--- src/design/pptk_pkg.sv ---
// Shared types and constants for the polar point top-k keeper.
// Holds the controller-to-datapath command word and the Q1.16 sine table.
package pptk_pkg;

  // Default number of kept points
  localparam int KEEP_COUNT_DEF = 4;

  // Angle constants in whole degrees
  localparam logic [8:0] FULL_TURN    = 9'd360;
  localparam logic [8:0] HALF_TURN    = 9'd180;
  localparam logic [8:0] QUARTER_TURN = 9'd90;
  localparam logic [8:0] THREE_QUARTER_TURN = 9'd270;

  // Fraction bits of the sine table
  localparam int FRAC_BITS = 16;

  // Quarter-wave sine, round(sin(d) * 65536), d = 0..90
  localparam logic [16:0] SINE_Q16 [0:90] = '{
    17'd0,     17'd1144,  17'd2287,  17'd3430,  17'd4572,  17'd5712,  17'd6850,
    17'd7987,  17'd9121,  17'd10252, 17'd11380, 17'd12505, 17'd13626, 17'd14742,
    17'd15855, 17'd16962, 17'd18064, 17'd19161, 17'd20252, 17'd21336, 17'd22415,
    17'd23486, 17'd24550, 17'd25607, 17'd26656, 17'd27697, 17'd28729, 17'd29753,
    17'd30767, 17'd31772, 17'd32768, 17'd33754, 17'd34729, 17'd35693, 17'd36647,
    17'd37590, 17'd38521, 17'd39441, 17'd40348, 17'd41243, 17'd42126, 17'd42995,
    17'd43852, 17'd44695, 17'd45525, 17'd46341, 17'd47143, 17'd47930, 17'd48703,
    17'd49461, 17'd50203, 17'd50931, 17'd51643, 17'd52339, 17'd53020, 17'd53684,
    17'd54332, 17'd54963, 17'd55578, 17'd56175, 17'd56756, 17'd57319, 17'd57865,
    17'd58393, 17'd58903, 17'd59396, 17'd59870, 17'd60326, 17'd60764, 17'd61183,
    17'd61584, 17'd61966, 17'd62328, 17'd62672, 17'd62997, 17'd63303, 17'd63589,
    17'd63856, 17'd64104, 17'd64332, 17'd64540, 17'd64729, 17'd64898, 17'd65048,
    17'd65177, 17'd65287, 17'd65376, 17'd65446, 17'd65496, 17'd65526, 17'd65536
  };

  // Commands from the controller to the datapath
  typedef struct packed {
    logic capture;    // latch a new input word
    logic mul_en;     // run the shared multiplier this cycle
    logic mul_cos;    // multiplier works on the cosine (grid x) this cycle
    logic scan_first; // first step of the minimum search
    logic scan_step;  // compare one more slot against the running minimum
    logic finish;     // update the slots and present the result word
  } pptk_cmd_t;

endpackage

--- src/design/pptk_ctrl.sv ---
// Controller for the polar point top-k keeper: sequences capture,
// multiply, slot scan and finish. Depends on pptk_pkg.
module pptk_ctrl #(
  parameter int KEEP_COUNT = pptk_pkg::KEEP_COUNT_DEF
) (
  input  logic                clk,
  input  logic                rst_n,
  input  logic                start,
  output logic                busy,
  output pptk_pkg::pptk_cmd_t cmd
);
  import pptk_pkg::*;

  // Work state length: room for the two multiplies and for one slot compare per slot after the first
  localparam int WORK_CYCLES = (KEEP_COUNT - 1 > 2) ? KEEP_COUNT - 1 : 2;
  localparam int CNT_W       = (WORK_CYCLES > 1) ? $clog2(WORK_CYCLES) : 1;
  localparam logic [CNT_W-1:0] CNT_LAST = CNT_W'(WORK_CYCLES - 1);

  localparam logic [1:0] ST_IDLE = 2'd0;
  localparam logic [1:0] ST_WORK = 2'd1;
  localparam logic [1:0] ST_DONE = 2'd2;

  logic [1:0]       state_r, state_nxt;
  logic [CNT_W-1:0] cnt_r, cnt_nxt;
  logic             accept;

  assign busy   = (state_r == ST_WORK);
  assign accept = start && !busy;

  // Next state
  always_comb begin
    state_nxt = state_r;
    cnt_nxt   = cnt_r;
    case (state_r)
      ST_IDLE, ST_DONE: begin
        if (accept) begin
          state_nxt = ST_WORK;
          cnt_nxt   = '0;
        end else begin
          state_nxt = ST_IDLE;
        end
      end
      ST_WORK: begin
        if (cnt_r == CNT_LAST) begin
          state_nxt = ST_DONE;
        end else begin
          cnt_nxt = cnt_r + CNT_W'(1);
        end
      end
      default: begin
        state_nxt = ST_IDLE;
      end
    endcase
  end

  always_ff @(posedge clk) begin
    if (!rst_n) begin
      state_r <= ST_IDLE;
      cnt_r   <= '0;
    end else begin
      state_r <= state_nxt;
      cnt_r   <= cnt_nxt;
    end
  end

  // Decode commands
  always_comb begin
    cmd            = '0;
    cmd.capture    = accept;
    cmd.finish     = (state_r == ST_DONE);
    if (state_r == ST_WORK) begin
      cmd.scan_step  = 1'b1;
      cmd.scan_first = (cnt_r == '0);
      cmd.mul_en     = (cnt_r == '0) || (cnt_r == CNT_W'(1));
      cmd.mul_cos    = (cnt_r == CNT_W'(1));
    end
  end

endmodule

--- src/design/pptk_dp.sv ---
// Datapath for the polar point top-k keeper: shared sine multiplier,
// kept-slot registers, minimum scan and result register. Depends on pptk_pkg.
module pptk_dp #(
  parameter int KEEP_COUNT = pptk_pkg::KEEP_COUNT_DEF
) (
  input  logic                clk,
  input  logic                rst_n,
  input  pptk_pkg::pptk_cmd_t cmd,
  input  logic [15:0]         in_distance,
  input  logic [8:0]          in_angle_deg,
  output logic                out_valid,
  output logic signed [16:0]  out_grid_x,
  output logic signed [16:0]  out_grid_y,
  output logic                out_kept,
  output logic [1:0]          out_slot
);
  import pptk_pkg::*;

  localparam int IDX_W  = (KEEP_COUNT > 1) ? $clog2(KEEP_COUNT) : 1;
  localparam int FILL_W = $clog2(KEEP_COUNT + 1);
  localparam int WORK_CYCLES = (KEEP_COUNT - 1 > 2) ? KEEP_COUNT - 1 : 2;
  localparam int SCN_W  = $clog2(WORK_CYCLES + 2);
  localparam logic [FILL_W-1:0] FILL_FULL = FILL_W'(KEEP_COUNT);
  localparam logic [SCN_W-1:0]  SCN_END   = SCN_W'(KEEP_COUNT);

  // Input word
  logic [15:0] dist_r;
  logic [8:0]  ang_r;

  // Kept points
  logic [16:0]       kept_x_r        [KEEP_COUNT];
  logic [16:0]       kept_y_r        [KEEP_COUNT];
  logic [15:0]       kept_distance_r [KEEP_COUNT];
  logic [8:0]        kept_angle_r    [KEEP_COUNT];
  logic [FILL_W-1:0] fill_count_r;

  // Computation registers
  logic [16:0]      gx_r, gy_r;
  logic [SCN_W-1:0] scan_idx_r;
  logic [IDX_W-1:0] min_idx_r, min_idx_nxt;
  logic [15:0]      min_dist_r, min_dist_nxt;

  // Result word
  logic        out_valid_r;
  logic [16:0] out_x_r, out_y_r;
  logic        out_kept_r;
  logic [1:0]  out_slot_r;

  // Multiplier path
  logic [9:0]  cos_sum;
  logic [8:0]  cos_ang, mul_ang, fold_ang;
  logic [6:0]  tab_idx;
  logic        tab_neg;
  logic [16:0] tab_val;
  logic [32:0] prod;
  logic [16:0] mag, sval;

  // Finish decision
  logic             full;
  logic             take;
  logic [IDX_W-1:0] wr_idx;
  logic [31:0]      wr_idx_ext;
  logic [IDX_W-1:0] cand_idx;
  logic [15:0]      cur_dist;
  logic [IDX_W-1:0] cur_idx;

  // Cosine is the sine of the angle advanced by a quarter turn
  assign cos_sum = {1'b0, ang_r} + {1'b0, QUARTER_TURN};
  assign cos_ang = (cos_sum >= {1'b0, FULL_TURN}) ? 9'(cos_sum - {1'b0, FULL_TURN})
                                                  : cos_sum[8:0];
  assign mul_ang = cmd.mul_cos ? cos_ang : ang_r;

  // Fold into the first quadrant and note the sign
  always_comb begin
    if (mul_ang <= QUARTER_TURN) begin
      fold_ang = mul_ang;
      tab_neg  = 1'b0;
    end else if (mul_ang <= HALF_TURN) begin
      fold_ang = HALF_TURN - mul_ang;
      tab_neg  = 1'b0;
    end else if (mul_ang <= THREE_QUARTER_TURN) begin
      fold_ang = mul_ang - HALF_TURN;
      tab_neg  = 1'b1;
    end else begin
      fold_ang = FULL_TURN - mul_ang;
      tab_neg  = 1'b1;
    end
    tab_idx = fold_ang[6:0];
  end

  assign tab_val = SINE_Q16[tab_idx];
  assign prod    = 33'(dist_r) * 33'(tab_val);
  assign mag     = prod[32:FRAC_BITS];
  assign sval    = tab_neg ? (17'd0 - mag) : mag;

  // Minimum scan: one slot compare per step, lowest index wins a tie
  assign cand_idx = scan_idx_r[IDX_W-1:0];
  assign cur_dist = cmd.scan_first ? kept_distance_r[0] : min_dist_r;
  assign cur_idx  = cmd.scan_first ? '0 : min_idx_r;

  always_comb begin
    min_idx_nxt  = cur_idx;
    min_dist_nxt = cur_dist;
    if ((scan_idx_r < SCN_END) && (kept_distance_r[cand_idx] < cur_dist)) begin
      min_idx_nxt  = cand_idx;
      min_dist_nxt = kept_distance_r[cand_idx];
    end
  end

  // Decide whether the point is kept and where it goes
  assign full       = (fill_count_r == FILL_FULL);
  assign take       = full ? (min_dist_r < dist_r) : 1'b1;
  assign wr_idx     = full ? min_idx_r : fill_count_r[IDX_W-1:0];
  assign wr_idx_ext = 32'(wr_idx);

  // Capture input, run multiplier and scan
  always_ff @(posedge clk) begin
    if (cmd.capture) begin
      dist_r <= in_distance;
      ang_r  <= (in_angle_deg >= FULL_TURN) ? (in_angle_deg - FULL_TURN) : in_angle_deg;
    end
    if (cmd.mul_en) begin
      if (cmd.mul_cos) begin
        gx_r <= sval;
      end else begin
        gy_r <= sval;
      end
    end
    if (cmd.capture) begin
      scan_idx_r <= SCN_W'(1);
    end else if (cmd.scan_step) begin
      scan_idx_r <= scan_idx_r + SCN_W'(1);
    end
    if (cmd.scan_step) begin
      min_idx_r  <= min_idx_nxt;
      min_dist_r <= min_dist_nxt;
    end
    if (cmd.finish) begin
      out_x_r    <= gx_r;
      out_y_r    <= gy_r;
      out_kept_r <= take;
      out_slot_r <= wr_idx_ext[1:0];
    end
  end

  // Update kept slots and fill count
  always_ff @(posedge clk) begin
    if (!rst_n) begin
      fill_count_r <= '0;
      out_valid_r  <= 1'b0;
      for (int i = 0; i < KEEP_COUNT; i++) begin
        kept_x_r[i]        <= '0;
        kept_y_r[i]        <= '0;
        kept_distance_r[i] <= '0;
        kept_angle_r[i]    <= '0;
      end
    end else begin
      out_valid_r <= cmd.finish;
      if (cmd.finish && !full) begin
        fill_count_r <= fill_count_r + FILL_W'(1);
      end
      if (cmd.finish && take) begin
        kept_x_r[wr_idx]        <= gx_r;
        kept_y_r[wr_idx]        <= gy_r;
        kept_distance_r[wr_idx] <= dist_r;
        kept_angle_r[wr_idx]    <= ang_r;
      end
    end
  end

  assign out_valid  = out_valid_r;
  assign out_grid_x = out_x_r;
  assign out_grid_y = out_y_r;
  assign out_kept   = out_kept_r;
  assign out_slot   = out_slot_r;

endmodule

--- src/design/polar_point_top_k_keeper_unit.sv ---
// Polar point top-k keeper: converts a range reading to grid x/y and keeps
// the KEEP_COUNT farthest points. After start is taken, the work state runs the one
// shared multiplier for sine then cosine alongside the slot-by-slot minimum scan;
// the finish step then updates the slots and the result word is registered from it.
// A new word is taken only while busy is low, which includes the finish step.
// Reset (rst_n low, synchronous) empties all slots; results cannot be stalled.
module polar_point_top_k_keeper_unit #(
  parameter int KEEP_COUNT = pptk_pkg::KEEP_COUNT_DEF
) (
  input  logic               clk,
  input  logic               rst_n,
  input  logic               start,
  output logic               busy,
  input  logic [15:0]        in_distance,
  input  logic [8:0]         in_angle_deg,
  output logic               out_valid,
  output logic signed [16:0] out_grid_x,
  output logic signed [16:0] out_grid_y,
  output logic               out_kept,
  output logic [1:0]         out_slot
);
  import pptk_pkg::*;

  pptk_cmd_t cmd;

  // Sequence each word
  pptk_ctrl #(
    .KEEP_COUNT(KEEP_COUNT)
  ) u_ctrl (
    .clk  (clk),
    .rst_n(rst_n),
    .start(start),
    .busy (busy),
    .cmd  (cmd)
  );

  // Compute and keep points
  pptk_dp #(
    .KEEP_COUNT(KEEP_COUNT)
  ) u_dp (
    .clk         (clk),
    .rst_n       (rst_n),
    .cmd         (cmd),
    .in_distance (in_distance),
    .in_angle_deg(in_angle_deg),
    .out_valid   (out_valid),
    .out_grid_x  (out_grid_x),
    .out_grid_y  (out_grid_y),
    .out_kept    (out_kept),
    .out_slot    (out_slot)
  );

  // Finish always yields a result strobe on the next cycle
  a_finish_strobe: assert property (@(posedge clk) disable iff (!rst_n)
    cmd.finish |=> out_valid)
    else $error("finish step did not raise the result strobe");

  // A taken word makes the unit busy
  a_accept_busy: assert property (@(posedge clk) disable iff (!rst_n)
    (start && !busy) |=> busy)
    else $error("unit not busy after taking a word");

  // Results never come on consecutive cycles
  a_strobe_spacing: assert property (@(posedge clk) disable iff (!rst_n)
    out_valid |=> !out_valid)
    else $error("result strobes on back-to-back cycles");

endmodule

--- config.mk ---
export PLATFORM = sky130hd
export DESIGN_NAME = polar_point_top_k_keeper_unit
export DESIGN_NICKNAME = d
export VERILOG_FILES = /design/src/design/pptk_pkg.sv /design/src/design/pptk_ctrl.sv /design/src/design/pptk_dp.sv /design/src/design/polar_point_top_k_keeper_unit.sv
export SDC_FILE = /design/constraint.sdc
export NUM_CORES = 1
export LEC_CHECK = 0
export ABC_CLOCK_PERIOD_IN_PS = 13500
export BUFFER_PORTS_ARGS = -buffer_cell sky130_fd_sc_hd__buf_2
export CORE_MARGIN = 2
export CORE_UTILIZATION = 55
export DETAILED_ROUTE_END_ITERATION = 8
export PLACE_DENSITY_LB_ADDON = 0.05
export SLEW_MARGIN = 20
export SYNTH_ARGS = -nofsm -noshare
export SYNTH_HDL_FRONTEND = slang
export SYNTH_HIERARCHICAL = 1
export SYNTH_SLANG_ARGS = --single-unit
--- constraint.sdc ---
create_clock -name clk -period 13.5 [get_ports clk]
set_input_delay 2.7 -clock clk [delete_from_list [all_inputs] [get_ports clk]]
set_output_delay 2.7 -clock clk [all_outputs]
set_load 0.005 [all_outputs]
==> flow_metrics.env, run 1 <==
export IMPL_die_y_um=201
export IMPL_ys_ff_latch=191
export IMPL_tns_ps=0
export IMPL_yosysMostFrequentCell="inv_1"
export IMPL_hold_class="flop to flop"
export IMPL_antenna_found_initial=0
export IMPL_r2r_slack_ps=720
export IMPL_grt_pass1_vias=17200
export IMPL_overflow=0
export IMPL_status="finished, final reports clean"
export IMPL_clk_pin_slew_worst_paths_ps=70
export IMPL_fin_nets=2665
export IMPL_syn_area_um2=21300
export IMPL_wl_per_cell_um=21.9
export IMPL_yosysTopAreaCell="edfxtp_1"
export IMPL_hold_viol_final=0
export IMPL_drv_slew=0
export IMPL_ant_nets=0
export IMPL_worst_slew_pin_slew_ps=1050
export IMPL_critPathSlowestCell="a2111oi_0"
export IMPL_boundaryPins=67
export IMPL_drtIter0Drc=1559
export IMPL_r2r_start="u_dp/ang_r[2]"
export IMPL_drt_first_pass_iters=8
export IMPL_async_reset_ff_frac=0
export IMPL_required_ps=13670
export IMPL_viasPerCell=6.10
export IMPL_grtUsageMet3=0.0476
export IMPL_drive_above_1_share=0.107
export IMPL_r2r_worst_path_cells=43
export IMPL_endpoint_kind="flop"
export IMPL_cts_sinks=191
export IMPL_synth_cells=2252
export IMPL_wirelength_um=61500
export IMPL_ctsHoldBuffers=0
export IMPL_diodes=0
export IMPL_cts_htree_levels=4
export IMPL_dieArea_um2=40300
export IMPL_grt_max_degree=45
export IMPL_die_x_um=201
export IMPL_synth_fp_nets=2643
export IMPL_maxCapViolations=0
export IMPL_cts_root_buffer="clkbuf_16"
export IMPL_cp_max_fo=16
export IMPL_fmax_ghz=0.0782
export IMPL_start_kind="flop"
export IMPL_syn_avg_cell_area_um2=9.45
export IMPL_grt_most_used_layer="met2"
export IMPL_dp_slack_ps=394
export IMPL_io_buffers=66
export IMPL_synth_seq_area_share=0.263
export IMPL_min_period_ps=12780
export IMPL_crit_start="u_dp/ang_r[2]"
export IMPL_fin_ws_ps=719
export IMPL_clock_path_buffers=2
export IMPL_synth_area_leaders="edfxtp_1 (25%), fa_1 (19%), ha_1 (9.2%)"
export IMPL_yosys_warnings=6
export IMPL_via_count=17100
export IMPL_grt_pass1_wl_um=96900
export IMPL_arrival_ps=12960
export IMPL_cpMostUsedCell="fa_1"
export IMPL_use_met1=0.431
export IMPL_r2r_end="u_dp/gy_r[15]"
export IMPL_core_area_um2=38400
export IMPL_synthFlopType="edfxtp_1"
export IMPL_crit_end="u_dp/gy_r[15]"
export IMPL_gr_usage_all_layers=0.308
export IMPL_slew_headroom=0.299
export IMPL_synthTopCellsByCount="inv_1 (288), nand2_1 (259), fa_1 (207)"
export IMPL_cts_tree="done"
export IMPL_place_congestion=0.953
export IMPL_areaGrowthSynthToFinish_pct=7.49
export IMPL_cts_buffers_inserted=17
export IMPL_worst_setup_path_type="flop to flop"
export IMPL_clock_latency_ps=440
export IMPL_rsz0062_at_grt="no"
export IMPL_drc_errors=0
export IMPL_max_stage_delay_ps=670
export IMPL_finClkSkew_ps=15.4
export IMPL_row_count=72
export IMPL_finalCritPeriodShare=0.947
export IMPL_synth_cell_types=104
export IMPL_globalRouteMet2Util=0.498
export IMPL_synth_edf_count=178
export IMPL_setup_viol=0
export IMPL_synth_top_area_frac=0.251
export IMPL_initial_core_util=0.554
export IMPL_hpwl_um=46700
-- through the flow --
| step | hold WS (ps) | instance area (um^2) | std cells | utilization |
|---|---|---|---|---|
| 5_1_grt | 424 | 22900 | 2805 | 0.596 |
| 4_1_cts | 417 | 22800 | 2798 | 0.593 |
| 6_report | 415 | 22900 | 2805 | 0.596 |
| 3_5_place_dp | 405 | 22200 | 2766 | 0.579 |
| 3_3_place_gp | 404 | 22200 | 2766 | 0.579 |
| 2_1_floorplan | 400 | 21300 | 2252 | - |
-- critical path, delay by kind of cell, from the launching register on --
kind | cells | cell delay, ps
buf+inv | 4 | 850
mux | 2 | 430
xor+xnor | 1 | 130
simple gates | 11 | 1940
fa+ha+maj | 9 | 4240
flops | 1 | 460
compound gates | 16 | 4460
-- state kept, by name, indices dropped and copies added (netlist names), named ones only --
signal                flops
u_dp/kept_distance_r     64
u_dp/min_dist_r          16
u_dp/ang_r                9
u_ctrl/state_r            2
u_ctrl/cnt_r              2
u_dp/fill_count_r         3
u_dp/out_grid_y          17
u_dp/gx_r                17
u_dp/gy_r                17
u_dp/scan_idx_r           3
u_dp/min_idx_r            2
u_dp/out_slot             2
u_dp/dist_r              16
u_dp/out_valid            1
u_dp/out_grid_x          17
u_dp/out_kept             1
-- cells in the final DEF (no fill, tap or decap), drive strengths merged, types with 11 or more instances in the layout --
master  Yosys  final
inv       291    298
nand2     261    261
fa        207    207
edfxtp    178    178
and2      163    163
ha        156    156
buf        37    138
nor2      112    112
a21oi     108    108
o21ai      70     70
nor3       53     53
a21o       44     44
mux2i      31     31
nand3      31     31
xnor2      28     28
nor4       27     27
a31oi      25     25
nand2b     20     20
xor2       19     19
clkbuf     98     18
o211ai     17     17
mux4       16     16
dfxtp      13     13
a311oi     13     13
o31ai      13     13
and3       12     12
a211oi     11     11
nor2b      11     11
a31o       11     11
-- timing repair --
action,in CTS,in global routing
hold endpoints to repair,0,0
buffers inserted,0,6
gates resized for setup,0,8
setup endpoints to repair,0,26
-- metal layers --
metal | part of all wire | wire [um]
met1 | 0.43 | 26500
met2 | 0.47 | 28800
met3 | 0.073 | 4500
met4 | 0.027 | 1650
met5 | 0 | 0
-- cell type report --
| class | count | area (um^2) |
|---|---|---|
| flip-flops and latches | 191 | 5610 |
| clock buffers | 18 | 429 |
| fillers | 3439 | 15500 |
| clock inverters | 14 | 124 |
| repair buffers | 138 | 875 |
| inverters | 292 | 1100 |
| multi-input cells | 1634 | 14100 |
| well taps | 518 | 648 |
-- kinds of logic after synthesis --
logic type | after synthesis | synth area share
xor+xnor | 47 | 0.0201
compound gates | 437 | 0.144
buf+inv | 427 | 0.0782
simple gates | 732 | 0.172
flops | 191 | 0.263
mux | 55 | 0.0363
fa+ha+maj | 363 | 0.287
-- worst min-delay path by stage --
stage | start | end | slack, ps | depth (start not counted)
final | u_dp/gx_r[13] | u_dp/out_grid_x[13] | 410 | 0
after detailed placement | u_dp/gx_r[10] | u_dp/out_grid_x[10] | 400 | 0
after floorplan | u_dp/gx_r[0] | u_dp/out_grid_x[0] | 400 | 0
after global placement | u_dp/gx_r[10] | u_dp/out_grid_x[10] | 400 | 0
after CTS | u_dp/gy_r[14] | u_dp/out_grid_y[14] | 420 | 0
after global routing | u_dp/gy_r[10] | u_dp/out_grid_y[10] | 420 | 0
Power of run 1 is not shown: default switching activity piles up to over one toggle a cycle in this logic, so the estimate is an artifact.
==> run 2, diff against run 1 <==
--- a/config.mk
+++ b/config.mk
@@ -9,6 +9,7 @@
 export BUFFER_PORTS_ARGS = -buffer_cell sky130_fd_sc_hd__buf_2
 export CORE_MARGIN = 2
 export CORE_UTILIZATION = 55
+export CTS_BUF_LIST = sky130_fd_sc_hd__clkbuf_8
 export DETAILED_ROUTE_END_ITERATION = 8
 export PLACE_DENSITY_LB_ADDON = 0.05
 export SLEW_MARGIN = 20
==> flow_metrics.env, run 2 (synthesized netlist as in run 1, its figures left out) <==
export IMPL_status="finished, final reports clean"
export IMPL_slew_headroom=0.316
export IMPL_rsz0062_at_grt="no"
export IMPL_maxCapViolations=0
export IMPL_grt_pass1_wl_um=96800
export IMPL_hold_class="flop to flop"
export IMPL_core_area_um2=38400
export IMPL_finClkSkew_ps=14.2
export IMPL_drive_above_1_share=0.106
export IMPL_layout_commonest_cell="inv_1"
export IMPL_max_flop_register="u_dp/kept_distance_r"
export IMPL_finalCritPeriodShare=0.950
export IMPL_fin_nets=2665
export IMPL_io_buffers=66
export IMPL_via_count=17100
export IMPL_endpoint_kind="flop"
export IMPL_clock_latency_ps=470
export IMPL_gr_usage_all_layers=0.308
export IMPL_largest_reg_flops=64
export IMPL_ant_nets=0
export IMPL_clk_pin_slew_worst_paths_ps=100
export IMPL_critPathSlowestCell="nor4_1"
export IMPL_drtIter0Drc=1399
export IMPL_viasPerCell=6.09
export IMPL_cpMostUsedCell="fa_1"
export IMPL_boundaryPins=67
export IMPL_die_x_um=201
export IMPL_setup_viol=0
export IMPL_antenna_found_initial=0
export IMPL_fmax_ghz=0.0780
export IMPL_drt_first_pass_iters=5
export IMPL_clock_path_buffers=2
export IMPL_cp_max_fo=16
export IMPL_dieArea_um2=40300
export IMPL_worst_slew_pin_slew_ps=1030
export IMPL_nFillCells=3460
export IMPL_worst_setup_path_type="flop to flop"
export IMPL_start_kind="flop"
export IMPL_arrival_ps=13040
export IMPL_cpLargestDelayFamily="adder cells"
export IMPL_path_buf_inv=5
export IMPL_required_ps=13710
export IMPL_tns_ps=0
export IMPL_cts_root_buffer="clkbuf_8"
export IMPL_overflow=0
export IMPL_layout_common_cells="inv_1 (289), nand2_1 (258), fa_1 (207)"
export IMPL_hpwl_um=46700
export IMPL_cts_sinks=191
export IMPL_drv_slew=0
export IMPL_drc_errors=0
export IMPL_min_period_ps=12820
export IMPL_place_congestion=0.953
export IMPL_wirelength_um=61500
export IMPL_cts_tree="done"
export IMPL_wl_per_cell_um=21.9
export IMPL_initial_core_util=0.554
export IMPL_areaGrowthSynthToFinish_pct=6.58
export IMPL_row_count=72
export IMPL_die_y_um=201
export IMPL_max_stage_delay_ps=670
export IMPL_cts_buffers_inserted=17
export IMPL_grt_max_degree=45
export IMPL_cts_htree_levels=4
export IMPL_hold_viol_final=0
export IMPL_grt_pass1_vias=17100
## run 2: cell type report
| type | instances | area (um^2) | area share |
|---|---|---|---|
| multi-input combinational | 1634 | 14100 | 0.621 |
| sequential | 191 | 5610 | 0.247 |
| inverter | 292 | 1100 | 0.0483 |
| timing repair buffer | 138 | 875 | 0.0386 |
| tap | 518 | 648 | 0.0286 |
| clock buffer | 17 | 234 | 0.0103 |
| clock inverter | 15 | 128 | 0.00563 |
| antenna | 1 | 2.50 | 0.000110 |
## run 2: metrics by stage
step | util | area (um^2) | hold WS [ps] | instances | setup slack [ps]
2_1_floorplan | - | 21300 | 400 | 2252 | 1030
3_3_place_gp | 0.579 | 22200 | 404 | 2766 | 473
3_5_place_dp | 0.579 | 22200 | 405 | 2766 | 394
4_1_cts | 0.588 | 22600 | 417 | 2798 | 351
5_1_grt | 0.591 | 22700 | 425 | 2805 | 2.08
6_report | 0.591 | 22700 | 414 | 2806 | 676
## run 2: final timing paths
path / startpoint / to / slack, ps / cells past startpoint
max: u_dp/ang_r[2] / u_dp/gx_r[15] / 680 / 42
min: u_dp/gy_r[14] / u_dp/out_grid_y[14] / 410 / 0
max reg2reg: u_dp/ang_r[2] / u_dp/gx_r[15] / 680 / 42
min reg2reg: u_dp/gy_r[14] / u_dp/out_grid_y[14] / 410 / 0
## run 2: worst register-to-register path, delay by kind of cell, from the launching register on
family	cells	cell delay (ps)
compound gates	13	3730
xor+xnor	1	120
fa+ha+maj	9	4390
mux	1	160
simple gates	13	2810
buf+inv	5	860
flops	1	470
## run 2: metal layers
layer / vias up / wire length, um / track usage / part of all wire
met1: 8526 / 26900 / 0.431 / 0.44
li1: 7768 / - / - / -
met2: 714 / 28700 / 0.497 / 0.47
met4: 0 / 1620 / 0.0939 / 0.026
met5: - / 0 / 0 / 0
met3: 85 / 4250 / 0.0472 / 0.069
## run 2: what timing repair did
item,CTS,global route
hold buffers,0,0
buffers inserted,0,6
endpoints found under the setup margin,0,26
gates resized for setup,0,7
Power of run 2 is left out for the same reason.
